<file path="src/hdl/loc_record_text_to_wire_macros.svh">
// assertion macros for the loc record parser
`ifndef LOC_RECORD_TEXT_TO_WIRE_MACROS_SVH
`define LOC_RECORD_TEXT_TO_WIRE_MACROS_SVH
`ifndef SYNTHESIS
`define LRTW_ASSERT_NOW(lbl, ante, cons) \
  lbl: assert property (@(posedge clk) disable iff (rst) (ante) |-> (cons)) \
    else $error("lrtw assertion failed");
`define LRTW_ASSERT_NEXT(lbl, ante, cons) \
  lbl: assert property (@(posedge clk) disable iff (rst) (ante) |=> (cons)) \
    else $error("lrtw assertion failed");
`else
`define LRTW_ASSERT_NOW(lbl, ante, cons)
`define LRTW_ASSERT_NEXT(lbl, ante, cons)
`endif
`endif

</file>
<file path="src/hdl/lrtw_pkg.sv">
// shared types and constants for the loc record parser
package lrtw_pkg;
  localparam logic [1:0] MODE_START = 2'd0;
  localparam logic [1:0] MODE_CHAR = 2'd1;
  localparam logic [1:0] MODE_FINISH = 2'd2;
  localparam logic [1:0] MODE_RSVD = 2'd3;

  localparam logic [1:0] PH_START = 2'd0;
  localparam logic [1:0] PH_DIGITS = 2'd1;
  localparam logic [1:0] PH_DONE = 2'd2;

  localparam logic [4:0] F_LAT_DEG = 5'd0;
  localparam logic [4:0] F_LAT_MIN = 5'd1;
  localparam logic [4:0] F_LAT_SEC = 5'd2;
  localparam logic [4:0] F_LAT_FRAC = 5'd3;
  localparam logic [4:0] F_LON_DEG = 5'd4;
  localparam logic [4:0] F_LON_MIN = 5'd5;
  localparam logic [4:0] F_LON_SEC = 5'd6;
  localparam logic [4:0] F_LON_FRAC = 5'd7;
  localparam logic [4:0] F_ALT = 5'd8;
  localparam logic [4:0] F_ALT_FRAC = 5'd9;
  localparam logic [4:0] F_SIZE = 5'd10;
  localparam logic [4:0] F_SIZE_FRAC = 5'd11;
  localparam logic [4:0] F_HORIZ = 5'd12;
  localparam logic [4:0] F_HORIZ_FRAC = 5'd13;
  localparam logic [4:0] F_VERT = 5'd14;
  localparam logic [4:0] F_VERT_FRAC = 5'd15;

  localparam logic [31:0] ALT_BASE = 32'd10000000;
  localparam logic [31:0] HALF_CIRCLE = 32'h8000_0000;
  localparam logic [31:0] MS_PER_DEG = 32'd3600000;
  localparam logic [31:0] MS_PER_MIN = 32'd60000;
  localparam logic [31:0] MS_PER_SEC = 32'd1000;
  localparam logic [31:0] CM_PER_M = 32'd100;
  localparam logic [31:0] DEF_SIZE = 32'd100;
  localparam logic [31:0] DEF_HORIZ = 32'd1000000;
  localparam logic [31:0] DEF_VERT = 32'd1000;
  localparam logic [31:0] TEN = 32'd10;
  localparam logic [31:0] RECIP_TEN = 32'hCCCC_CCCD;

  typedef struct packed {
    logic        start;
    logic [31:0] value;
  } cu_ctrl_t;

  typedef struct packed {
    logic busy;
    logic done;
  } cu_stat_t;
endpackage

</file>
<file path="src/hdl/lrtw_in_if.sv">
// input channel carrying record text transactions
interface lrtw_in_if;
  logic       valid;
  logic       ready;
  logic [1:0] mode;
  logic [7:0] char_code;
  modport source(output valid, output mode, output char_code, input ready);
  modport sink(input valid, input mode, input char_code, output ready);
endinterface

</file>
<file path="src/hdl/lrtw_out_if.sv">
// output channel carrying encoded loc record transactions
interface lrtw_out_if;
  logic        valid;
  logic        ready;
  logic [7:0]  size_code;
  logic [7:0]  horiz_code;
  logic [7:0]  vert_code;
  logic [31:0] latitude_out;
  logic [31:0] longitude_out;
  logic [31:0] altitude_out;
  logic        format_error;
  modport source(output valid, output size_code, output horiz_code, output vert_code,
                 output latitude_out, output longitude_out, output altitude_out,
                 output format_error, input ready);
  modport sink(input valid, input size_code, input horiz_code, input vert_code,
               input latitude_out, input longitude_out, input altitude_out,
               input format_error, output ready);
endinterface

</file>
<file path="src/hdl/lrtw_code_unit.sv">
// iterative mantissa/exponent encoder for size and precision values
module lrtw_code_unit (
  input  logic               clk,
  input  logic               rst,
  input  lrtw_pkg::cu_ctrl_t ctrl,
  output lrtw_pkg::cu_stat_t stat,
  output logic [7:0]         code
);
  import lrtw_pkg::*;

  typedef enum logic [2:0] {
    C_IDLE = 3'b001,
    C_FIND = 3'b010,
    C_BASE = 3'b100
  } cstate_t;

  cstate_t     state;
  logic [31:0] x;
  logic [31:0] r;
  logic [3:0]  power;
  logic [3:0]  base;
  logic        done;
  logic [35:0] x10;

  assign x10 = {1'b0, x, 3'b000} + {3'b000, x, 1'b0};
  assign stat.busy = (state != C_IDLE);
  assign stat.done = done;

  always_ff @(posedge clk) begin
    if (rst) begin
      state <= C_IDLE;
      done <= 1'b0;
    end else begin
      done <= 1'b0;
      case (state)
        C_IDLE: begin
          if (ctrl.start) begin
            x <= 32'd1;
            r <= ctrl.value;
            power <= 4'd0;
            base <= 4'd0;
            state <= C_FIND;
          end
        end
        C_FIND: begin
          if (x10 <= {4'b0000, r}) begin
            x <= x10[31:0];
            power <= power + 4'd1;
          end else begin
            state <= C_BASE;
          end
        end
        C_BASE: begin
          if (r >= x) begin
            r <= r - x;
            base <= base + 4'd1;
          end else begin
            code <= {base, power};
            done <= 1'b1;
            state <= C_IDLE;
          end
        end
        default: state <= C_IDLE;
      endcase
    end
  end
endmodule

</file>
<file path="src/hdl/loc_record_text_to_wire.sv">
// loc record text parser: digits and separator characters are taken in S_IDLE; a number closes via S_MUL and S_APPLY
// closing a fraction scales it on the shared multiplier in S_SCALE, one step per digit to add or drop
// finish runs the encoder three times in S_CODE, then loads the output register in S_OUT
// the output register lets a new transaction enter while the last result waits
// rst is synchronous: clears the sequencer, parse state and output valid
`include "loc_record_text_to_wire_macros.svh"
module loc_record_text_to_wire (
  input logic         clk,
  input logic         rst,
  lrtw_in_if.sink     din,
  lrtw_out_if.source  dout
);
  import lrtw_pkg::*;

  typedef enum logic [5:0] {
    S_IDLE  = 6'b000001,
    S_MUL   = 6'b000010,
    S_SCALE = 6'b000100,
    S_APPLY = 6'b001000,
    S_CODE  = 6'b010000,
    S_OUT   = 6'b100000
  } state_t;

  state_t      state;
  logic [1:0]  phase;
  logic [4:0]  field;
  logic [31:0] acc;
  logic [3:0]  dcnt;
  logic        neg;
  logic [31:0] lat;
  logic [31:0] lon;
  logic [31:0] alt;
  logic [31:0] size_cm;
  logic [31:0] horiz_cm;
  logic [31:0] vert_cm;
  logic        err;
  logic        dot;
  logic [31:0] term;
  logic [1:0]  idx;
  logic        run;
  logic [7:0]  c_size;
  logic [7:0]  c_horiz;
  logic [7:0]  c_vert;
  logic        out_valid;
  logic [7:0]  o_size;
  logic [7:0]  o_horiz;
  logic [7:0]  o_vert;
  logic [31:0] o_lat;
  logic [31:0] o_lon;
  logic [31:0] o_alt;
  logic        o_err;

  logic [7:0]  c;
  logic [7:0]  u;
  logic        is_dig;
  logic        is_sp;
  logic [31:0] dval;
  logic [31:0] acc_x10;
  logic [31:0] mul_b;
  logic [63:0] prod;
  logic [3:0]  want;
  logic        is_frac;
  logic        has_frac;
  logic [4:0]  field_next;
  cu_ctrl_t    cu_ctrl;
  cu_stat_t    cu_stat;
  logic [7:0]  cu_code;

  assign c = din.char_code;
  assign u = (c >= 8'h61 && c <= 8'h7A) ? c - 8'd32 : c;
  assign is_dig = (c >= 8'h30 && c <= 8'h39);
  assign is_sp = (c == 8'h20) || (c >= 8'h09 && c <= 8'h0D);
  assign dval = {24'd0, c - 8'h30};
  assign acc_x10 = {acc[28:0], 3'b000} + {acc[30:0], 1'b0} + dval;

  always_comb begin
    is_frac = 1'b0;
    has_frac = 1'b0;
    case (field) inside
      F_LAT_FRAC, F_LON_FRAC, F_ALT_FRAC, F_SIZE_FRAC, F_HORIZ_FRAC, F_VERT_FRAC:
        is_frac = 1'b1;
      F_LAT_SEC, F_LON_SEC, F_ALT, F_SIZE, F_HORIZ, F_VERT:
        has_frac = 1'b1;
      default: ;
    endcase
  end

  assign want = (field == F_LAT_FRAC || field == F_LON_FRAC) ? 4'd3 : 4'd2;

  always_comb begin
    if (state == S_SCALE) begin
      mul_b = (dcnt < want) ? TEN : RECIP_TEN;
    end else begin
      case (field)
        F_LAT_DEG, F_LON_DEG: mul_b = MS_PER_DEG;
        F_LAT_MIN, F_LON_MIN: mul_b = MS_PER_MIN;
        F_LAT_SEC, F_LON_SEC: mul_b = MS_PER_SEC;
        default:              mul_b = CM_PER_M;
      endcase
    end
  end

  assign prod = {32'd0, acc} * {32'd0, mul_b};
  assign field_next = field + ((has_frac && !dot) ? 5'd2 : 5'd1);

  always_comb begin
    cu_ctrl.start = (state == S_CODE) && !run;
    case (idx)
      2'd0:    cu_ctrl.value = size_cm;
      2'd1:    cu_ctrl.value = horiz_cm;
      default: cu_ctrl.value = vert_cm;
    endcase
  end

  lrtw_code_unit u_code (
    .clk  (clk),
    .rst  (rst),
    .ctrl (cu_ctrl),
    .stat (cu_stat),
    .code (cu_code)
  );

  assign din.ready = (state == S_IDLE);
  assign dout.valid = out_valid;
  assign dout.size_code = o_size;
  assign dout.horiz_code = o_horiz;
  assign dout.vert_code = o_vert;
  assign dout.latitude_out = o_lat;
  assign dout.longitude_out = o_lon;
  assign dout.altitude_out = o_alt;
  assign dout.format_error = o_err;

  always_ff @(posedge clk) begin
    if (rst) begin
      state <= S_IDLE;
      phase <= PH_START;
      field <= F_LAT_DEG;
      acc <= '0;
      dcnt <= '0;
      neg <= 1'b0;
      lat <= '0;
      lon <= '0;
      alt <= '0;
      size_cm <= '0;
      horiz_cm <= '0;
      vert_cm <= '0;
      err <= 1'b0;
      run <= 1'b0;
      idx <= '0;
      out_valid <= 1'b0;
    end else begin
      if (out_valid && dout.ready && state != S_OUT) begin
        out_valid <= 1'b0;
      end
      case (state)
        S_IDLE: begin
          if (din.valid) begin
            case (din.mode)
              MODE_START: begin
                phase <= PH_START;
                field <= F_LAT_DEG;
                acc <= '0;
                dcnt <= '0;
                neg <= 1'b0;
                lat <= '0;
                lon <= '0;
                alt <= '0;
                size_cm <= '0;
                horiz_cm <= '0;
                vert_cm <= '0;
                err <= 1'b0;
              end
              MODE_CHAR: begin
                if (!err) begin
                  if (phase == PH_DIGITS) begin
                    if (is_dig) begin
                      acc <= acc_x10;
                      if (dcnt != 4'd15) begin
                        dcnt <= dcnt + 4'd1;
                      end
                    end else begin
                      dot <= (c == 8'h2E);
                      state <= is_frac ? S_SCALE : S_MUL;
                    end
                  end else if (phase == PH_DONE) begin
                    if (!is_sp) begin
                      err <= 1'b1;
                    end
                  end else if (!is_sp) begin
                    if (is_dig) begin
                      acc <= dval;
                      dcnt <= 4'd1;
                      phase <= PH_DIGITS;
                    end else if ((u == 8'h4E || u == 8'h53) && field > F_LAT_DEG
                                 && field <= F_LON_DEG) begin
                      lat <= (u == 8'h4E) ? lat + HALF_CIRCLE : HALF_CIRCLE - lat;
                      field <= F_LON_DEG;
                    end else if ((u == 8'h45 || u == 8'h57) && field > F_LON_DEG
                                 && field <= F_ALT) begin
                      lon <= (u == 8'h45) ? lon + HALF_CIRCLE : HALF_CIRCLE - lon;
                      field <= F_ALT;
                    end else if (c == 8'h2D && field == F_ALT) begin
                      neg <= 1'b1;
                    end else begin
                      err <= 1'b1;
                    end
                  end
                end
              end
              MODE_FINISH: begin
                if (field <= F_SIZE) size_cm <= DEF_SIZE;
                if (field <= F_HORIZ) horiz_cm <= DEF_HORIZ;
                if (field <= F_VERT) vert_cm <= DEF_VERT;
                idx <= 2'd0;
                run <= 1'b0;
                state <= S_CODE;
              end
              default: ;
            endcase
          end
        end
        S_MUL: begin
          term <= prod[31:0];
          state <= S_APPLY;
        end
        S_SCALE: begin
          if (dcnt < want) begin
            acc <= prod[31:0];
            dcnt <= dcnt + 4'd1;
          end else if (dcnt > want) begin
            acc <= {3'b000, prod[63:35]};
            dcnt <= dcnt - 4'd1;
          end else begin
            term <= acc;
            state <= S_APPLY;
          end
        end
        S_APPLY: begin
          case (field)
            F_LAT_DEG:                        lat <= term;
            F_LAT_MIN, F_LAT_SEC, F_LAT_FRAC: lat <= lat + term;
            F_LON_DEG:                        lon <= term;
            F_LON_MIN, F_LON_SEC, F_LON_FRAC: lon <= lon + term;
            F_ALT:        alt <= neg ? ALT_BASE - term : ALT_BASE + term;
            F_ALT_FRAC:   alt <= neg ? alt - term : alt + term;
            F_SIZE:       size_cm <= term;
            F_SIZE_FRAC:  size_cm <= size_cm + term;
            F_HORIZ:      horiz_cm <= term;
            F_HORIZ_FRAC: horiz_cm <= horiz_cm + term;
            F_VERT:       vert_cm <= term;
            F_VERT_FRAC:  vert_cm <= vert_cm + term;
            default: ;
          endcase
          field <= field_next;
          phase <= (field_next <= F_VERT_FRAC) ? PH_START : PH_DONE;
          state <= S_IDLE;
        end
        S_CODE: begin
          if (!run) begin
            run <= 1'b1;
          end else if (cu_stat.done) begin
            run <= 1'b0;
            case (idx)
              2'd0:    c_size <= cu_code;
              2'd1:    c_horiz <= cu_code;
              default: c_vert <= cu_code;
            endcase
            if (idx == 2'd2) begin
              state <= S_OUT;
            end else begin
              idx <= idx + 2'd1;
            end
          end
        end
        S_OUT: begin
          if (!out_valid || dout.ready) begin
            o_size <= c_size;
            o_horiz <= c_horiz;
            o_vert <= c_vert;
            o_lat <= lat;
            o_lon <= lon;
            o_alt <= alt;
            o_err <= err;
            out_valid <= 1'b1;
            state <= S_IDLE;
          end
        end
        default: state <= S_IDLE;
      endcase
    end
  end

  `LRTW_ASSERT_NOW(a_done_in_code, cu_stat.done, state == S_CODE)
  `LRTW_ASSERT_NOW(a_scale_on_frac, state == S_SCALE, is_frac)
  `LRTW_ASSERT_NOW(a_done_phase_field, phase == PH_DONE, field > F_VERT_FRAC)
  `LRTW_ASSERT_NOW(a_unit_idle, state == S_IDLE, !cu_stat.busy)
  `LRTW_ASSERT_NEXT(a_out_loads, state == S_OUT && (!out_valid || dout.ready), out_valid)
endmodule
</file>
<file path="src/flat_wrapper.sv">
// flat-port wrapper written by rule: the top's interface ports become plain ports
module loc_record_text_to_wire_flat import lrtw_pkg::*;
  (clk, rst, din_valid, din_mode, din_char_code, din_ready, dout_valid, dout_size_code, dout_horiz_code, dout_vert_code, dout_latitude_out, dout_longitude_out, dout_altitude_out, dout_format_error, dout_ready);
  lrtw_in_if din_i ();
  lrtw_out_if dout_i ();
  input logic clk;
  input logic rst;
  input wire logic [$bits(din_i.valid)-1:0] din_valid;
  input wire logic [$bits(din_i.mode)-1:0] din_mode;
  input wire logic [$bits(din_i.char_code)-1:0] din_char_code;
  output wire logic [$bits(din_i.ready)-1:0] din_ready;
  output wire logic [$bits(dout_i.valid)-1:0] dout_valid;
  output wire logic [$bits(dout_i.size_code)-1:0] dout_size_code;
  output wire logic [$bits(dout_i.horiz_code)-1:0] dout_horiz_code;
  output wire logic [$bits(dout_i.vert_code)-1:0] dout_vert_code;
  output wire logic [$bits(dout_i.latitude_out)-1:0] dout_latitude_out;
  output wire logic [$bits(dout_i.longitude_out)-1:0] dout_longitude_out;
  output wire logic [$bits(dout_i.altitude_out)-1:0] dout_altitude_out;
  output wire logic [$bits(dout_i.format_error)-1:0] dout_format_error;
  input wire logic [$bits(dout_i.ready)-1:0] dout_ready;
  assign din_i.valid = din_valid;
  assign din_i.mode = din_mode;
  assign din_i.char_code = din_char_code;
  assign din_ready = din_i.ready;
  assign dout_valid = dout_i.valid;
  assign dout_size_code = dout_i.size_code;
  assign dout_horiz_code = dout_i.horiz_code;
  assign dout_vert_code = dout_i.vert_code;
  assign dout_latitude_out = dout_i.latitude_out;
  assign dout_longitude_out = dout_i.longitude_out;
  assign dout_altitude_out = dout_i.altitude_out;
  assign dout_format_error = dout_i.format_error;
  assign dout_i.ready = dout_ready;
  loc_record_text_to_wire u_core (.clk(clk), .rst(rst), .din(din_i), .dout(dout_i));
endmodule
</file>
<file path="config.mk">
export PLATFORM = sky130hd
export DESIGN_NAME = loc_record_text_to_wire_flat
export DESIGN_NICKNAME = d
export VERILOG_FILES = /design/src/hdl/lrtw_pkg.sv /design/src/hdl/lrtw_in_if.sv /design/src/hdl/lrtw_out_if.sv /design/src/hdl/lrtw_code_unit.sv /design/src/hdl/loc_record_text_to_wire.sv /design/src/flat_wrapper.sv
export VERILOG_INCLUDE_DIRS = /design/src /design/src/hdl
export SDC_FILE = /design/constraint.sdc
export NUM_CORES = 2
export LEC_CHECK = 0
export BUFFER_PORTS_ARGS = -buffer_cell sky130_fd_sc_hd__buf_2
export CORE_MARGIN = 10
export CORE_UTILIZATION = 66
export DETAILED_ROUTE_END_ITERATION = 8
export PLACE_DENSITY = 0.87
export SLEW_MARGIN = 0
export SYNTH_ARGS = -nofsm -noshare
export SYNTH_HDL_FRONTEND = slang
export SYNTH_HIERARCHICAL = 1
export SYNTH_SLANG_ARGS = --single-unit
</file>
<file path="constraint.sdc">
create_clock -name clk -period 12.8 [get_ports clk]
set_input_delay 1.92 -clock clk [delete_from_list [all_inputs] [get_ports clk]]
set_output_delay 1.92 -clock clk [all_outputs]
set_load 0.01 [all_outputs]
</file>
Yosys cells after proc, flatten, opt, wreduce, memory -nomap -nowiden
Index checks and enable logic that the tools add are counted.

$add $sub $neg: 25. Reduce and logical (&&, ||, !) cells: 64. $lt $le $gt $ge: 18. Bitwise gates (word level): 6. Multiply operators: 1. Mux-type cells: 161. Eq/ne operators: 89.

Operators by type and width (number): $pmux W32 S2 (23); $mux W32 (44); $add A32 B32 Y32 (7); $pmux W22 S3 (1); $add A32 B32 Y32 const B (2); $mul A32 B32 Y64 (1); $sub A32 B32 Y32 (2); $sub A32 B32 Y32 const A (2); $mux W6 (10); $mux W4 (13); $eq A5 B4 Y1 const B (8); $mux W5 (8); $add A35 B33 Y36 (1); $le A36 B32 Y1 (1); $ne A2 B2 Y1 const B (17); $reduce_and A11 Y1 (3); $add A24 B32 Y32 const A (1); $add A32 B8 Y32 (1); $eq A8 B7 Y1 const B (4); $ge A32 B32 Y1 (1); $pmux W4 S2 (4); $sub A24 B32 Y32 const A (1); $pmux W6 S5 (1); $reduce_and A5 Y1 (6); other kinds (66) (202).

Output and inout bits: 123. Bits in registers: 509.

Depth between registers and ports, before layout
Word-level depth: 17. Mapped depth: 38.

Hierarchy
Netlist, hierarchy kept.

By module, submodules not included: loc_record_text_to_wire (times used 1, area each 58964.1 um2, seq. area each 10289.9 um2, cells an instance 6819); lrtw_code_unit (times used 1, area each 7447.1 um2, seq. area each 2482.4 um2, cells an instance 837).

Worst setup path after synthesis
No wires, ideal clock.

Path kind: register -> register. Start: register u_core.field[0]. End: register u_core.acc[26]. Cell stages (with the launch flop): 38. Required time: 12.684 ns. Path buffers: 2. Slack: 3.376 ns. Period minus slack after synthesis: 9.424 ns. Data arrival time: 9.307 ns. Cell sequence: dfxtp_1 clkbuf_1 nand2_1 nor2_1 ha_1 nor2_1 nor3_1 nor2_1 clkbuf_1 nand2_1 inv_1 or2_2 fa_1 fa_1 fa_1 inv_1 fa_1 inv_1 [... 2 more ...] fa_1 inv_1 fa_1 inv_1 fa_1 inv_1 ha_1 a21oi_1 o21ai_0 a21o_1 a221o_1 a21oi_1 o41a_1 o21ai_1 a211oi_1 xor2_1 o211ai_1 o211a_1.

Longest elaborated chain between the ends: 10. Elaborated cells on any way between the ends: 24. Those cells by class: mul (1); order compare (2); eq/ne (8); mux (7); reduce/logical (6).

RTL lines: start: declaration (line loc_record_text_to_wire.sv:26) `logic [4:0] field;`; start signal: assignment (line loc_record_text_to_wire.sv:254) `field <= field_next;`; $eq A5 B2 Y1 or $eq A5 B3 Y1 (tied branches) (line loc_record_text_to_wire.sv:88) `assign want = (field == F_LAT_FRAC || field == F_LON_FRAC) ? 4'd3 : 4'd2;`; $logic_or A1 B1 Y1 (line loc_record_text_to_wire.sv:88); $mux W1 (line loc_record_text_to_wire.sv:88); $lt A4 B4 Y1 (line loc_record_text_to_wire.sv:92, loc_record_text_to_wire.sv:227); $mux W32 (line loc_record_text_to_wire.sv:92) `mul_b = (dcnt < want) ? TEN : RECIP_TEN;`; $mux W32 (line loc_record_text_to_wire.sv:91) `if (state == S_SCALE) begin`; $mul A32 B32 Y64 (line loc_record_text_to_wire.sv:103) `assign prod = {32'd0, acc} * {32'd0, mul_b};`; $mux W32 (line loc_record_text_to_wire.sv:230) `end else if (dcnt > want) begin`; $mux W32 (line loc_record_text_to_wire.sv:227) `if (dcnt < want) begin`; $pmux W32 S2 (line loc_record_text_to_wire.sv:155) `case (state)`; end signal: assignment (line loc_record_text_to_wire.sv:191) `acc <= dval;`; end signal: assignment (line loc_record_text_to_wire.sv:228) `acc <= prod[31:0];`; end signal: assignment (line loc_record_text_to_wire.sv:231) `acc <= {3'b000, prod[63:35]};`; end: declaration (line loc_record_text_to_wire.sv:27) `logic [31:0] acc;`.

Parallel ways exist; a longest one is shown, timed or not. The select of a mux whose other input is x is not followed. A chain may end at the register's enable or synchronous reset.

Final worst setup path
Start: register u_core.field[4]. End: register u_core.acc[27].

The elaborated chain is that of the path after synthesis.

==> impl_summary.txt <==
----------------------------------------------------
[Status]
  Run status ... complete, no violations

[Die]
  Starting utilization of the core area ... approximately 66%
  Number of I/O pins ... 137
  Placeable core area ... about 0.1 sq mm
  Die Footprint ... approximately 0.11 sq mm
  Chip Height ... roughly 340 um
  Die outline width ... ~340 um
  Std cell rows ... between 100 and 150

[Yosys]
  Combinational family with the most area after synthesis ... adder cells
  Syn avg cell area ... 8.67 sq um
  EDFF count, synth ... around 260
  Sequential area share after synthesis ... around a fifth
  Cell count after synthesis ... approximately 7700
  Syn nets ... 9119
  Yosys top cell area share ... between 20% and 30%
  Most instantiated flip-flop cell in the synthesis netlist ... edfxtp_1
  Ys async rst share ... 0%
  Simple logic cell fraction of the synthesized area ... between 10% and 20%
  Ranking of synthesized cells by area ... fa_1, ha_1, edfxtp_1
  Yosys warnings ... 6
  Share of synthesized cell area in full adder, half adder and majority cells ... between 30% and 40%
  Mux cell area share after synthesis ... less than 1%
  Summed instance area of the synthesized netlist ... 0.0664 sq mm
  Flop and latch count out of synthesis ... slightly above 500
  Post-synthesis xor/xnor area fraction ... ~4.5%
  Fraction of the mapped netlist area in compound gates ... between 10% and 20%
  Post-synthesis cell type count ... 105
  Cell type with the highest aggregate area in the netlist ... fa_1

[Clocking]
  Clk buf depth ... 3
  Clock tree sinks ... roughly 500
  Clock tree from TritonCTS ... built
  Number of gates resized after CTS ... 0
  Post CTS Setup Buffer Count ... 0
  Buffer type at the clock tree root ... clkbuf_16
  Worst-skew pair later-pin latency ... ~700 ps
  # H-tree levels ... 2
  Post-CTS clock slew at the launch and capture registers of the worst setup and hold paths ... ~70 ps
  Number of clock buffers inserted by TritonCTS ... 58
  Hold-fix buffer count after cts ... 0

[STA]
  Fin crit share ... between 80% and 90%
  Slew at the pin closest to its max-slew limit ... roughly 1400 ps
  Minimum clock period after layout ... 11170 ps
  Worst clock skew on the final layout ... about 46 ps
  Worst relative slew slack ... under 10%
  Final-report max-slew violation count ... 0
  Endpoints failing hold ... 0
  Highest attainable clock frequency ... 0.0895 GHz
  Sum Neg Setup Slack ... 0 ps
  Final setup vio count ... 0
  Final WS setup ... between 1500 and 2000 ps
  Unrepaired setup endpoints after global routing ... false

[GRT]
  Total gr overflow ... 0
  Largest net degree at the start of global routing ... 80
  Vias in the first global route ... slightly below 60000
  First-pass GRT wire length ... between 300000 and 400000 um
  Total GRT Usage ... between 30 and 40%
  Antenna violations before repair ... 7

[Critical path]
  End of the worst register-to-register path ... u_core/acc[27]
  Startpoint type of the worst setup path ... flip-flop
  Worst Path Required ... 13380 ps
  Worst r2r path cells ... 31
  Category of the most critical setup path ... flip-flop to flip-flop
  Endpoint type of the worst setup path ... flip-flop
  Data arrival time at the worst-slack endpoint ... between 10000 and 15000 ps
  Largest incremental delay on the critical path ... about 930 ps
  Minimum setup slack among reg-to-reg paths ... 1630 ps
  Start of the worst register-to-register path ... u_core/field[4]
  Maximum fanout count along the critical path ... 19
  Cell with the biggest individual delay on the critical path ... nor3_1
  Cell with the most instances on the worst path ... fa_1

[Placement]
  Setup WS pre-CTS ... approximately 2000 ps
  Final weighted congestion of routability-driven global placement ... 1.02
  Port Buffers ... 136
  Placed cell area ... approximately 0.069 sq mm
  Dpl cells ... just under 9000
  Detailed placement HPWL ... 176000 um

[Final layout]
  Share of cells above drive strength 1 ... approximately 5.8%
  Final #Nets ... between 9000 and 10000
  Layout-stage area growth over the synthesis result ... 6.18%
  Design area ... just over 0.07 sq mm
  Count of non-filler cells in the finished layout ... roughly 9000

[Drt]
  First DRT Iteration DRCs ... around 7500
  Via count ... just under 60000
  DRT antenna net count ... 0
  Ratio of routed vias to standard cells ... 6.59
  Total detailed-routing wirelength ... 224000 um
  Drt wl/cell ... 24.9 um
  Initial DRT Pass Iterations ... 7
  Residual DRC count ... 0

[Pwr]
  Pint ... 4.66 mW
  Net switching share of the total power ... between 40% and 50%
  Fraction of power consumed by combinational cells ... between 50% and 60%
  Design Power ... 8.91 mW
  Worst ir drop on vdd ... just over 0.2 mV
  PwrDens ... 126 mW/mm^2
  Leak ... about 34 nW
  Clk network pwr share ... roughly 20%
  Share of total power in sequential cells ... a little over a fifth
  Switching power summed over all nets ... 4.25 mW

[Min path]
  Count of cells along the worst hold path ... 0
  Hold Crit Start ... u_core/c_size[7]
  Endpoint, Worst Hold ... u_core/dout.size_code[7]
  Worst hold path type ... flip-flop to flip-flop

[Flow run]
  Max Cap Violations ... 0

----------------------------------------------------
==> metal layers <==
layer	vias to the layer above	routed length [um]	track usage (%)
li1	26280	-	-
met1	28489	85500	51.8
met2	3930	93400	57.3
met3	722	33900	13.8
met4	6	11500	16.8
met5	-	37	0
==> worst max-delay path by stage <==
stage	from	cells after the start	to	slack, ps
3_5_place_dp	u_core/field[3]	34	u_core/acc[21]	1980
2_1_floorplan	u_core/field[0]	37	u_core/acc[26]	3380
6_report	u_core/field[4]	31	u_core/acc[27]	1630
3_3_place_gp	u_core/field[4]	34	u_core/acc[21]	2140
5_1_grt	u_core/field[4]	35	u_core/acc[26]	1150
4_1_cts	u_core/field[4]	35	u_core/acc[26]	1880
==> power by group through the flow <==
stage / combinational (mW) / clock (mW) / sequential [mW]
floorplan: 3.43 / 0 / 1.90
global placement: 4.90 / 0 / 1.94
detailed placement: 4.99 / 0 / 1.94
CTS: 5.03 / 1.78 / 1.91
global route: 5.64 / 1.84 / 1.92
finish: 5.22 / 1.77 / 1.91
==> cells by family after synthesis <==
family | Yosys count
compound gates | 1758
xor+xnor | 339
fa+ha+maj | 1449
buf+inv | 1347
flops | 509
mux | 37
simple gates | 2217
==> synthesized netlist by cell type, types with 51 or more instances <==
master       n
inv_1     1035
nand2_1    788
ha_1       765
fa_1       684
nor2_1     524
a21oi_1    469
o21ai_0    335
clkbuf_1   275
edfxtp_1   258
dfxtp_1    251
xnor2_1    219
and2_1     181
nor3_1     177
a21o_1     163
xor2_1     120
nand3_1    101
a22oi_1     95
nor2b_1     74
a211oi_1    70
a31oi_1     63
nand2b_1    57
nand4_1     57
and3_1      51
o21a_1      51
==> worst max-delay path: cells and delay by family (launching register included) <==
family / cells / cell delay (ps)
flops: 1 / 450
fa+ha+maj: 10 / 4500
simple gates: 11 / 3730
buf+inv: 4 / 610
compound gates: 5 / 1550
xor+xnor: 1 / 180
==> layout make-up <==
class,count,area [sq um]
Tap cell,1298,1620
Fill cell,7798,29500
Inverter,1041,3910
Timing Repair Buffer,252,1560
Clock inverter,38,437
Clock buffer,70,1540
Multi-Input combinational cell,5800,48700
Sequential cell,509,12800
Antenna cell,9,22.5
==> through the flow <==
| step | hold WS [ps] | util (%) |
|---|---|---|
| 2_1_floorplan | 400 | - |
| 3_3_place_gp | 402 | 68.5 |
| 3_5_place_dp | 405 | 68.5 |
| 4_1_cts | 419 | 70.5 |
| 5_1_grt | 422 | 70.5 |
| 6_report | 418 | 70.5 |
==> cells in the final DEF (no fill, tap or decap), types with 38 or more instances in the layout <==
master / Yosys / layout
inv_1: 1035 / 1035
nand2_1: 788 / 787
ha_1: 765 / 765
fa_1: 684 / 684
nor2_1: 524 / 517
a21oi_1: 469 / 465
o21ai_0: 335 / 335
edfxtp_1: 258 / 258
dfxtp_1: 251 / 250
xnor2_1: 219 / 219
and2_1: 181 / 181
nor3_1: 177 / 176
a21o_1: 163 / 163
buf_2: 5 / 135
xor2_1: 120 / 120
buf_4: 1 / 116
nand3_1: 101 / 101
a22oi_1: 95 / 95
nor2b_1: 74 / 74
a211oi_1: 70 / 70
a31oi_1: 63 / 62
clkbuf_16: 0 / 60
nand2b_1: 57 / 57
nand4_1: 57 / 57
o21a_1: 51 / 51
and3_1: 51 / 50
o21bai_1: 50 / 50
o31ai_1: 50 / 50
o21ai_1: 41 / 40
o211ai_1: 38 / 38
Power figures use the tool's default switching activity.
